### config.mk
export PLATFORM = sky130hd
export DESIGN_NAME = signed_decimal_add_sub_mul
export DESIGN_NICKNAME = d
export VERILOG_FILES = /design/src/rtl/core/sdm_pkg.sv /design/src/rtl/core/signed_decimal_add_sub_mul.sv /design/src/rtl/core/sdm_ram.sv /design/src/rtl/core/sdm_digit_unit.sv
export SDC_FILE = /design/constraint.sdc
export NUM_CORES = 2
export LEC_CHECK = 0
export BUFFER_PORTS_ARGS = -buffer_cell sky130_fd_sc_hd__clkbuf_2
export CORE_MARGIN = 3
export CORE_UTILIZATION = 57
export CTS_CLUSTER_SIZE = 8
export DETAILED_ROUTE_END_ITERATION = 7
export GPL_TIMING_DRIVEN = 1
export PLACE_DENSITY = 0.76
export RECOVER_POWER = 50
export SLEW_MARGIN = 20
export SYNTH_ARGS = -nofsm -noshare
export SYNTH_HDL_FRONTEND = slang
export SYNTH_HIERARCHICAL = 1
export SYNTH_SLANG_ARGS = --single-unit
### constraint.sdc
create_clock -name clk -period 9.3 [get_ports clk]
set_input_delay 0.93 -clock clk [delete_from_list [all_inputs] [get_ports clk]]
set_output_delay 0.93 -clock clk [all_outputs]
set_load 0.01 [all_outputs]
### src/rtl/core/sdm_pkg.sv
package sdm_pkg;

	localparam int MAX_DIGITS  = 64;
	localparam int PROD_DIGITS = 2 * MAX_DIGITS;
	localparam int DIG_W       = 4;
	localparam int OIDX_W      = $clog2(MAX_DIGITS);
	localparam int CNT_W       = $clog2(MAX_DIGITS + 1);
	localparam int PIDX_W      = $clog2(PROD_DIGITS);
	localparam int LEN_W       = $clog2(PROD_DIGITS + 1);
	localparam int RLEN_W      = 8;
	localparam int IDX_W       = 7;

	typedef enum logic [1:0] {
		KIND_LOAD_A,
		KIND_LOAD_B,
		KIND_COMPUTE,
		KIND_READ
	} kind_t;

	localparam logic [1:0] OP_ADD = 2'd0;
	localparam logic [1:0] OP_SUB = 2'd1;
	localparam logic [1:0] OP_MUL = 2'd2;

	typedef enum logic [1:0] {
		DU_ADD,
		DU_SUB,
		DU_MAC
	} du_mode_t;

	typedef struct packed {
		logic [DIG_W-1:0] d;
		logic [DIG_W-1:0] c;
	} du_res_t;

	typedef enum logic [3:0] {
		S_IDLE,
		S_READ,
		S_AS_RD,
		S_AS_EX,
		S_AS_TOP,
		S_M_RD,
		S_M_EX,
		S_M_CW,
		S_SC_RD,
		S_SC_EX,
		S_FIN
	} state_t;

	function automatic logic [RLEN_W-1:0] sat_len(input logic [LEN_W-1:0] v);
		if (LEN_W > RLEN_W && 32'(v) > 32'd255) begin
			return 8'd255;
		end
		return RLEN_W'(v);
	endfunction

endpackage

### src/rtl/core/signed_decimal_add_sub_mul.sv
// signed decimal add / subtract / multiply unit, digit serial
// one command channel: a transaction is taken when start is high and busy is low
// kind selects load of a first or second operand digit (most significant first,
// first clears the operand and takes its sign), compute, or read of one result digit
// every transaction returns one result with a one-cycle done strobe; the receiver
// cannot stall, so the result must be taken in that cycle
// load: done one cycle after the transaction, no busy cycles
// read: busy for one cycle (registered product ram read), done two cycles after
// add: about 2*MAX_DIGITS+3 cycles, one digit every two cycles through the digit unit
// subtract: up to 4*MAX_DIGITS+2 cycles, a second pass runs with operands swapped
// when the first pass ends in a borrow
// multiply: 2*MAX_DIGITS^2 + MAX_DIGITS cycles of digit multiply-accumulate over the
// product ram plus a length scan of up to 4*MAX_DIGITS cycles; the ram
// read-modify-write loop sets this figure
// reset clears counts, signs, overflow and sets the result to zero of length one;
// operand and product rams are not cleared
module signed_decimal_add_sub_mul import sdm_pkg::*; (
	input  logic                clk,
	input  logic                arst_n,
	input  logic                start,
	output logic                busy,
	input  logic [1:0]          kind,
	input  logic [DIG_W-1:0]    digit,
	input  logic                first,
	input  logic                negative,
	input  logic [1:0]          operation,
	input  logic [IDX_W-1:0]    index,
	output logic                done,
	output logic [DIG_W-1:0]    result_digit,
	output logic                result_negative,
	output logic [RLEN_W-1:0]   result_length,
	output logic                overflow
);

	state_t              state_q, state_d;
	logic [CNT_W-1:0]    cnt_a_q, cnt_b_q;
	logic                sgn_a_q, sgn_b_q, ovf_q;
	logic [LEN_W-1:0]    plen_q, wlen_q;
	logic                psgn_q, wsgn_q, wnz_q, sb_q;
	logic                done_q;
	logic [DIG_W-1:0]    rdig_q, carry_q;
	logic                sub_q, swap_q, va_q, vb_q, pz_q;
	logic [OIDX_W-1:0]   pos_q, row_q;
	logic [PIDX_W-1:0]   scan_q;
	logic [IDX_W-1:0]    ridx_q;

	logic                accept;
	logic [CNT_W-1:0]    eff_cnt_a, eff_cnt_b;
	logic [DIG_W-1:0]    ld_digit;
	logic                we_a, we_b, we_p;
	logic [OIDX_W-1:0]   raddr_a, raddr_b, lb;
	logic [PIDX_W-1:0]   raddr_p, waddr_p;
	logic [DIG_W-1:0]    wdata_p, rda, rdb, rdp;
	logic [DIG_W-1:0]    opx, opy, du_x, du_y, du_p;
	du_mode_t            du_mode;
	du_res_t             du_res;
	logic                va_d, vb_d, sb_d;

	assign busy   = state_q != S_IDLE;
	assign accept = start && !busy;

	assign eff_cnt_a = first ? '0 : cnt_a_q;
	assign eff_cnt_b = first ? '0 : cnt_b_q;
	assign ld_digit  = (digit > DIG_W'(9)) ? DIG_W'(9) : digit;

	assign we_a = accept && kind == KIND_LOAD_A && eff_cnt_a < CNT_W'(MAX_DIGITS);
	assign we_b = accept && kind == KIND_LOAD_B && eff_cnt_b < CNT_W'(MAX_DIGITS);

	assign lb      = (state_q == S_M_RD) ? row_q : pos_q;
	assign raddr_a = OIDX_W'(cnt_a_q - CNT_W'(1) - CNT_W'(pos_q));
	assign raddr_b = OIDX_W'(cnt_b_q - CNT_W'(1) - CNT_W'(lb));
	assign va_d    = CNT_W'(pos_q) < cnt_a_q;
	assign vb_d    = CNT_W'(lb) < cnt_b_q;
	assign sb_d    = sgn_b_q ^ (operation == OP_SUB);

	sdm_ram #(.WIDTH(DIG_W), .DEPTH(MAX_DIGITS)) u_ram_a (
		.clk(clk), .we(we_a), .waddr(eff_cnt_a[OIDX_W-1:0]), .wdata(ld_digit),
		.raddr(raddr_a), .rdata(rda)
	);

	sdm_ram #(.WIDTH(DIG_W), .DEPTH(MAX_DIGITS)) u_ram_b (
		.clk(clk), .we(we_b), .waddr(eff_cnt_b[OIDX_W-1:0]), .wdata(ld_digit),
		.raddr(raddr_b), .rdata(rdb)
	);

	sdm_ram #(.WIDTH(DIG_W), .DEPTH(PROD_DIGITS)) u_ram_p (
		.clk(clk), .we(we_p), .waddr(waddr_p), .wdata(wdata_p),
		.raddr(raddr_p), .rdata(rdp)
	);

	assign opx  = va_q ? rda : '0;
	assign opy  = vb_q ? rdb : '0;
	assign du_x = swap_q ? opy : opx;
	assign du_y = swap_q ? opx : opy;
	assign du_p = pz_q ? '0 : rdp;

	sdm_digit_unit u_du (
		.mode(du_mode), .x(du_x), .y(du_y), .p(du_p), .c(carry_q), .res(du_res)
	);

	always_comb begin
		state_d = state_q;
		we_p    = 1'b0;
		waddr_p = PIDX_W'(pos_q);
		wdata_p = du_res.d;
		raddr_p = scan_q;
		du_mode = sub_q ? DU_SUB : DU_ADD;
		case (state_q)
			S_IDLE: begin
				raddr_p = PIDX_W'(index);
				if (accept && kind == KIND_READ) begin
					state_d = S_READ;
				end else if (accept && kind == KIND_COMPUTE) begin
					if (operation == OP_ADD || operation == OP_SUB) begin
						state_d = S_AS_RD;
					end else if (operation == OP_MUL) begin
						state_d = S_M_RD;
					end
				end
			end
			S_READ: state_d = S_IDLE;
			S_AS_RD: state_d = S_AS_EX;
			S_AS_EX: begin
				we_p = 1'b1;
				if (pos_q == OIDX_W'(MAX_DIGITS - 1)) begin
					if (!sub_q) begin
						state_d = S_AS_TOP;
					end else if (du_res.c != '0 && !swap_q) begin
						state_d = S_AS_RD;
					end else begin
						state_d = S_FIN;
					end
				end else begin
					state_d = S_AS_RD;
				end
			end
			S_AS_TOP: begin
				we_p    = 1'b1;
				waddr_p = PIDX_W'(MAX_DIGITS);
				wdata_p = carry_q;
				state_d = S_FIN;
			end
			S_M_RD: begin
				raddr_p = PIDX_W'(row_q) + PIDX_W'(pos_q);
				state_d = S_M_EX;
			end
			S_M_EX: begin
				du_mode = DU_MAC;
				we_p    = 1'b1;
				waddr_p = PIDX_W'(row_q) + PIDX_W'(pos_q);
				state_d = (pos_q == OIDX_W'(MAX_DIGITS - 1)) ? S_M_CW : S_M_RD;
			end
			S_M_CW: begin
				we_p    = 1'b1;
				waddr_p = PIDX_W'(row_q) + PIDX_W'(MAX_DIGITS);
				wdata_p = carry_q;
				state_d = (row_q == OIDX_W'(MAX_DIGITS - 1)) ? S_SC_RD : S_M_RD;
			end
			S_SC_RD: state_d = S_SC_EX;
			S_SC_EX: begin
				if (rdp != '0 || scan_q == '0) begin
					state_d = S_FIN;
				end else begin
					state_d = S_SC_RD;
				end
			end
			S_FIN: state_d = S_IDLE;
			default: state_d = S_IDLE;
		endcase
	end

	always_ff @(posedge clk or negedge arst_n) begin
		if (!arst_n) begin
			state_q <= S_IDLE;
		end else begin
			state_q <= state_d;
		end
	end

	always_ff @(posedge clk or negedge arst_n) begin
		if (!arst_n) begin
			cnt_a_q <= '0;
			cnt_b_q <= '0;
			sgn_a_q <= 1'b0;
			sgn_b_q <= 1'b0;
			ovf_q   <= 1'b0;
			plen_q  <= LEN_W'(1);
			psgn_q  <= 1'b0;
			done_q  <= 1'b0;
			rdig_q  <= '0;
			sub_q   <= 1'b0;
			swap_q  <= 1'b0;
			sb_q    <= 1'b0;
			va_q    <= 1'b0;
			vb_q    <= 1'b0;
			pz_q    <= 1'b0;
			pos_q   <= '0;
			row_q   <= '0;
			scan_q  <= '0;
			carry_q <= '0;
			wlen_q  <= LEN_W'(1);
			wnz_q   <= 1'b0;
			wsgn_q  <= 1'b0;
			ridx_q  <= '0;
		end else begin
			done_q <= 1'b0;
			va_q   <= va_d;
			vb_q   <= vb_d;
			pz_q   <= row_q == '0;
			case (state_q)
				S_IDLE: begin
					if (accept) begin
						rdig_q <= '0;
						ridx_q <= index;
						case (kind)
							KIND_LOAD_A: begin
								done_q <= 1'b1;
								if (first) begin
									sgn_a_q <= negative;
								end
								if (eff_cnt_a < CNT_W'(MAX_DIGITS)) begin
									cnt_a_q <= eff_cnt_a + CNT_W'(1);
								end else begin
									cnt_a_q <= eff_cnt_a;
									ovf_q   <= 1'b1;
								end
							end
							KIND_LOAD_B: begin
								done_q <= 1'b1;
								if (first) begin
									sgn_b_q <= negative;
								end
								if (eff_cnt_b < CNT_W'(MAX_DIGITS)) begin
									cnt_b_q <= eff_cnt_b + CNT_W'(1);
								end else begin
									cnt_b_q <= eff_cnt_b;
									ovf_q   <= 1'b1;
								end
							end
							KIND_COMPUTE: begin
								pos_q   <= '0;
								row_q   <= '0;
								carry_q <= '0;
								swap_q  <= 1'b0;
								wlen_q  <= LEN_W'(1);
								wnz_q   <= 1'b0;
								sb_q    <= sb_d;
								sub_q   <= sgn_a_q != sb_d;
								if (operation == OP_MUL) begin
									wsgn_q <= sgn_a_q ^ sgn_b_q;
								end else begin
									wsgn_q <= sgn_a_q;
								end
								if (operation != OP_ADD && operation != OP_SUB &&
									operation != OP_MUL) begin
									done_q <= 1'b1;
								end
							end
							default: ;
						endcase
					end
				end
				S_READ: begin
					done_q <= 1'b1;
					rdig_q <= (32'(ridx_q) < 32'(plen_q)) ? rdp : '0;
				end
				S_AS_EX: begin
					if (pos_q == OIDX_W'(MAX_DIGITS - 1) && sub_q && du_res.c != '0 &&
						!swap_q) begin
						swap_q  <= 1'b1;
						pos_q   <= '0;
						carry_q <= '0;
						wlen_q  <= LEN_W'(1);
						wnz_q   <= 1'b0;
						wsgn_q  <= sb_q;
					end else begin
						carry_q <= du_res.c;
						if (du_res.d != '0) begin
							wlen_q <= LEN_W'(pos_q) + LEN_W'(1);
							wnz_q  <= 1'b1;
						end
						if (pos_q != OIDX_W'(MAX_DIGITS - 1)) begin
							pos_q <= pos_q + OIDX_W'(1);
						end
					end
				end
				S_AS_TOP: begin
					if (carry_q != '0) begin
						wlen_q <= LEN_W'(MAX_DIGITS) + LEN_W'(1);
						wnz_q  <= 1'b1;
					end
				end
				S_M_EX: begin
					carry_q <= du_res.c;
					if (pos_q != OIDX_W'(MAX_DIGITS - 1)) begin
						pos_q <= pos_q + OIDX_W'(1);
					end
				end
				S_M_CW: begin
					carry_q <= '0;
					pos_q   <= '0;
					if (row_q == OIDX_W'(MAX_DIGITS - 1)) begin
						scan_q <= PIDX_W'(PROD_DIGITS - 1);
					end else begin
						row_q <= row_q + OIDX_W'(1);
					end
				end
				S_SC_EX: begin
					if (rdp != '0) begin
						wlen_q <= LEN_W'(scan_q) + LEN_W'(1);
						wnz_q  <= 1'b1;
					end else if (scan_q == '0) begin
						wlen_q <= LEN_W'(1);
						wnz_q  <= 1'b0;
					end else begin
						scan_q <= scan_q - PIDX_W'(1);
					end
				end
				S_FIN: begin
					plen_q <= wlen_q;
					psgn_q <= wnz_q & wsgn_q;
					done_q <= 1'b1;
					rdig_q <= '0;
				end
				default: ;
			endcase
		end
	end

	assign done            = done_q;
	assign result_digit    = rdig_q;
	assign result_negative = psgn_q;
	assign result_length   = sat_len(plen_q);
	assign overflow        = ovf_q;

	a_done_idle: assert property (@(posedge clk) disable iff (!arst_n)
		done |-> !busy)
		else $error("result strobe while busy");

	a_len_nonzero: assert property (@(posedge clk) disable iff (!arst_n)
		done |-> result_length != '0)
		else $error("zero result length");

	a_ovf_sticky: assert property (@(posedge clk) disable iff (!arst_n)
		$past(overflow) |-> overflow)
		else $error("overflow flag cleared");

	a_load_done: assert property (@(posedge clk) disable iff (!arst_n)
		(start && !busy && (kind == KIND_LOAD_A || kind == KIND_LOAD_B)) |=> done)
		else $error("load transaction without result");

endmodule

### src/rtl/core/sdm_ram.sv
module sdm_ram #(
	parameter int WIDTH = 4,
	parameter int DEPTH = 64
) (
	input  logic                     clk,
	input  logic                     we,
	input  logic [$clog2(DEPTH)-1:0] waddr,
	input  logic [WIDTH-1:0]         wdata,
	input  logic [$clog2(DEPTH)-1:0] raddr,
	output logic [WIDTH-1:0]         rdata
);

	logic [WIDTH-1:0] mem_q [DEPTH];

	always_ff @(posedge clk) begin
		if (we) begin
			mem_q[waddr] <= wdata;
		end
		rdata <= mem_q[raddr];
	end

endmodule

### src/rtl/core/sdm_digit_unit.sv
module sdm_digit_unit import sdm_pkg::*; (
	input  du_mode_t         mode,
	input  logic [DIG_W-1:0] x,
	input  logic [DIG_W-1:0] y,
	input  logic [DIG_W-1:0] p,
	input  logic [DIG_W-1:0] c,
	output du_res_t          res
);

	logic [6:0]  t;
	logic [7:0]  prod;
	logic [14:0] recip;
	logic [6:0]  q;
	logic [5:0]  s;
	logic [5:0]  a_sum;

	always_comb begin
		prod  = 8'(x) * 8'(y);
		t     = 7'(p) + 7'(prod) + 7'(c);
		recip = 15'(t) * 15'd205;
		q     = 7'(recip >> 11);
		s     = 6'(x) - 6'(c) - 6'(y);
		a_sum = 6'(x) + 6'(y) + 6'(c);
		res   = '0;
		case (mode)
			DU_ADD: begin
				if (a_sum > 6'd9) begin
					res.d = DIG_W'(a_sum - 6'd10);
					res.c = DIG_W'(1);
				end else begin
					res.d = DIG_W'(a_sum);
				end
			end
			DU_SUB: begin
				if (s[5]) begin
					res.d = DIG_W'(s + 6'd10);
					res.c = DIG_W'(1);
				end else begin
					res.d = DIG_W'(s);
				end
			end
			DU_MAC: begin
				res.d = DIG_W'(t - 7'(q * 7'd10));
				res.c = DIG_W'(q);
			end
			default: res = '0;
		endcase
	end

endmodule
* Yosys cells after proc, flatten, opt, wreduce, memory -nomap -nowiden
Memories as Yosys holds them, arrays and structs flattened. A register that Yosys moved wholly into a read port is not among the register bits. Index checks and enable logic that the tools add are counted.
Storage, ports and cells: register bits after elaboration 81, bits in writable memories 1024, input port bits 20, output and inout bits 16, word-level logic and storage cells 240, memories kept 3
Operators by class: add/sub/neg operators 22, multiply operators 3, $lt $le $gt $ge 7, equal/unequal tests 37, mux-type cells 87, bitwise logic cells 3, reduce and logical (&&, ||, !) cells 54
Memories:
- u_ram_p.mem_q | depth 128, bits a word 4, read ports 1, clocked after memory_dff 1, wr ports 1, line sdm_ram.sv:13 | logic [WIDTH-1:0] mem_q [DEPTH];
- u_ram_a.mem_q | depth 64, bits a word 4, read ports 1, clocked after memory_dff 1, wr ports 1, line sdm_ram.sv:13
- u_ram_b.mem_q | depth 64, bits a word 4, read ports 1, clocked after memory_dff 1, wr ports 1, line sdm_ram.sv:13
Operators by type and width (count):
- 2-to-1 mux 4 bit | 22
- 2-to-1 mux 8 bit | 7
- 2-to-1 mux 7 bit | 7
- 2-to-1 mux 6 bit | 6
- one-hot mux 4 bit (9 select lines) | 1
- one-hot mux 8 bit (4 select lines) | 1
- one-hot mux 7 bit (2 select lines) | 2
- nonzero test 4 bit | 7
- 2-to-1 mux 1 bit | 26
- one-hot mux 6 bit (4 select lines) | 1
- one-hot mux 8 bit (3 select lines) | 1
- != test 2 bit, second input constant | 11
- one-hot mux 7 bit (3 select lines) | 1
- AND reduction 4 bit | 5
- == test 4 x 3 -> 1 bit, second input constant | 4
- one-hot mux 4 bit (4 select lines) | 1
- multiplier 7 x 8 -> 15 bit, second input constant | 1
- adder 7 x 1 -> 7 bit, second input constant | 2
- less-than comparator 6 x 7 -> 1 bit | 2
- less-than comparator 7 bit, second input constant | 2
- logical AND 1 bit | 13
- adder 6 x 1 -> 6 bit, second input constant | 2
- == test 4 bit, second input constant | 3
- == test 6 bit, second input constant | 2
- other kinds (51) | 83

* Depth between registers and ports, before layout
depth in word-level cells 15, gate-level depth with buffers 41, depth with buffers taken out 39

* Modules after synthesis
The synthesis kept the hierarchy.
Modules (own cells, without submodules):
- sdm_ram (u_ram_p) | times used 1, cells an instance 908, area an instance 20193.1 um^2, seq. area each 15454.8 um^2
- sdm_ram (u_ram_b) | times used 1, cells an instance 521, area an instance 10407.5 um^2, seq. area each 7767.4 um^2
- sdm_ram (u_ram_a) | times used 1, cells an instance 529, area an instance 10356.2 um^2, seq. area each 7767.4 um^2
- signed_decimal_add_sub_mul | times used 1, cells an instance 687, area an instance 5798.1 um^2, seq. area each 2029.4 um^2
- sdm_digit_unit | times used 1, cells an instance 258, area an instance 2279.7 um^2, seq. area each 0.0 um^2

* Least setup slack after synthesis
Ideal clock, no wire load.
kind register to register, start point register swap_q, end point memory u_ram_p.mem_q[0][3], data pin, setup time 378 ps, arrival time 8778 ps, data required time 8922 ps, setup slack 144 ps, cell stages (with the launch flop) 34, buffers on the path 2, period minus slack after synthesis 9156 ps, path through dfrtp_1 clkbuf_1 clkbuf_1 o21ai_0 nand2_1 fa_1 fa_1 fa_1 inv_1 ha_1 a21o_1 a21oi_1 xnor2_1 ha_1 inv_1 fa_1 inv_1 ha_1 inv_1 fa_1 inv_1 ha_1 nand2_1 a2111oi_4 nor2_2 xnor2_1 ha_1 inv_1 fa_1 xnor2_1 xnor3_2 xnor2_1 o211ai_2 mux2_2
RTL lines:
- from (decl) | line signed_decimal_add_sub_mul.sv:42 | logic sub_q, swap_q, va_q, vb_q, pz_q;
- from (signal assigned) | line signed_decimal_add_sub_mul.sv:192 | swap_q <= 1'b0;
- from (signal assigned) | line signed_decimal_add_sub_mul.sv:244 | swap_q <= 1'b0;
- from (signal assigned) | line signed_decimal_add_sub_mul.sv:270 | swap_q <= 1'b1;
- to (decl) | line sdm_ram.sv:13

==> metrics.csv <==
metric;value;unit
max_cap_viol_count;10;
syn_nets;3053;
final_util;0.647;
endpoint;wlen_q[6];
gp_congestion;0.857;
whs;0.454;ns
portBuffers;35;
clk_pin_slew_worst_paths;0.05;ns
grt_start_max_net_pins;129;
hp-class;in2reg;
reg2reg_depth;36;
crit_slowest_cell;fa_1;
yosys.cell_types.count;94;
r2r_end;wlen_q[6];
final_nets;3138;
grt.met1_usage;0.354;
drt_iter0_drc;3053;
antenna_found_initial;4;
cts_tree;built;
start_kind;register;
final_area;0.0547;mm2
rows;106;
violations;max-capacitance violations, max-slew violations;
yosysMostFrequentCell;edfxtp_1;
clock_sinks;1117;
netlist_top_cells_count;1,024 x edfxtp_1, 336 x nor2_1, 270 x mux4_2;
routedWlPerCell;26.6;um
coreArea;0.0845;mm2
dpl_cell_area;0.0503;mm2
viasPerCell;6.52;
track_usage;0.252;
htreeDepth;4;
cts_buffers;157;
finalClockSkew;0.0362;ns
grt_pass1_vias;28007;
grt_overflow_total;0;
fillers;5453;
design.portCount;36;
drtAntennaViolNets;0;
worst_pin_slew;4.26;ns
clockRootBuffer;clkbuf_16;
drc;0;
synth.area.top_cells;edfxtp_1 63%, mux4_2 12%, dfrtp_1 4.0%, nor2_1 2.6%, ha_1 2.6%;
slew_headroom;-1.84;
synth_ff_type;edfxtp_1;
finalHoldViolCount;0;
fmax;0.113;GHz
vias;27201;
period_needed;8.86;ns
finalSetupViolCount;0;
worstSetupStartpoint;swap_q;
die_w;299;um
dieHeight;299;um
outcome;complete, but fails checks;
maxSlewViolCount;688;
insertion_delay;0.74;ns
die-area;0.0896;mm2
met3_usage;0.0602;
fin_crit_sh;0.953;
syn_area_per_cell;16.9;um2
r2r_start;swap_q;
yosysSeqAreaShare;0.673;
synth_cells;2903;
yosys.area.top_type;edfxtp_1;
dr.pass1.iters;8;
hpwl;69400;um
synth_edf_count;1024;
areaGrowthSynthToFinish;11.5;%
yosys_warnings;6;
synthArstFlopShare;0.0725;
grt_use_met2;0.396;
cts_buffer_depth;3;
cpPeakStageDelay;0.62;ns
start_util;0.580;
cp.required;9.90;ns
top_usage_layer;met2;
whs_path_depth;2;
cp-end-kind;register;
drive_gt1_frac;0.185;
synthDominantCellAreaShare;0.627;
wl;111000;um
rrSetupSlack;0.44;ns
synth-seq-cells;1117;
grt_pass1_wl;171000;um
path_class;reg2reg;
cp.arrival;9.47;ns
synthesis.area;0.0490;mm2
path_max_fanout;16;
how the worst min path moves through the flow:
stage               startpoint               end  slack [ns]
floorplan            wlen_q[1]  result_length[1]        0.45
global placement          sb_q              sb_q        0.47
detailed placement   ridx_q[0]         ridx_q[0]        0.49
CTS                   negative           sgn_a_q        0.41
global route          negative           sgn_a_q        0.44
finish                negative           sgn_a_q        0.45
final cells by class:
class	count	area (um2)	share of cell area
inverters	122	458	0.00838
diodes	1	2.50	0.0000458
clock inverters	12	181	0.00332
repair buffers	76	534	0.00977
clock buffers	194	4130	0.0756
multi-input cells	1514	14900	0.273
flip-flops and latches	1117	33000	0.604
well taps	1134	1420	0.0260
critical path, delay by kind of cell (launching register included):
family,cells,cell delay [ns]
fa+ha+maj,11,4.39
compound gates,6,1.28
xor+xnor,5,1.01
buf+inv,9,0.84
flops,1,0.51
simple gates,4,0.35
mux,1,0.33
state kept, by name, summed over array words and instances, names as in the netlist, 6 cells and up:
name	cells
u_ram_a/mem_q	256
u_ram_p/mem_q	512
cnt_b_q	7
wlen_q	8
u_ram_b/mem_q	256
ridx_q	7
row_q	6
cnt_a_q	7
scan_q	7
result_length	8
pos_q	6
cell usage in the layout (no fill, tap or decap), types with 7 or more instances in the layout:
cell       Yosys  final
nand2b_1      23     23
nor3_1        32     33
nor4_1        11     11
clkbuf_1      93     58
clkbuf_2       1     19
o22ai_1       21     21
mux4_1        27     27
nand2_1      107    106
a211oi_1       9      9
dfxtp_1       12     12
a31oi_1        8      8
mux2i_1       17     17
inv_1        120    120
o221ai_1      13     13
a22oi_1       18     18
xnor2_1       33     29
ha_1         100     99
dfrtp_1       79     78
buf_4          7     24
xor2_1        14     13
or2_0          1      7
o21ai_0       70     61
mux2_2        29     24
o2111ai_1      7      7
a21o_1        22     22
edfxtp_1    1024   1024
fa_1          30     29
a22o_1         9      9
mux4_2       270    270
clkbuf_16      0    160
nand3b_1      10     10
nand3_1       63     63
a21oi_1       67     68
nand4_1       10     10
or3_1         12     12
nor2_1       336    336
and2_1        11     10
nor2b_1       35     35
timing repair:
action,in CTS,in global routing
hold buffers,1,0
buffers inserted,0,3
gates cloned,0,1
resized for setup,3,10
setup endpoints to repair,91,171
hold endpoints to repair,4,0
pin swaps,0,3
per-layer routing:
metal | up-vias | share of wire
li1 | 11537 | -
met1 | 13987 | 0.39
met2 | 1406 | 0.49
met3 | 267 | 0.092
met4 | 4 | 0.029
met5 | - | 0.00027
through the flow:
step | setup TNS, ns | worst slack [ns] | cells
floorplan | 0 | 0.144 | 2903
global placement | 0 | 0.225 | 3957
detailed placement | -9.63 | -0.113 | 3957
CTS | 0 | 0.0437 | 4164
global route | -0.123 | -0.0302 | 4169
finish | 0 | 0.436 | 4170
cells by family after synthesis:
group	Yosys count	synth area share
compound gates	302	0.0414
simple gates	690	0.0651
xor+xnor	48	0.00888
flops	1117	0.673
buf+inv	273	0.0248
fa+ha+maj	130	0.0378
mux	343	0.149
Power is not shown: default switching activity piles up to over one toggle a cycle in this logic, so the estimate is an artifact.
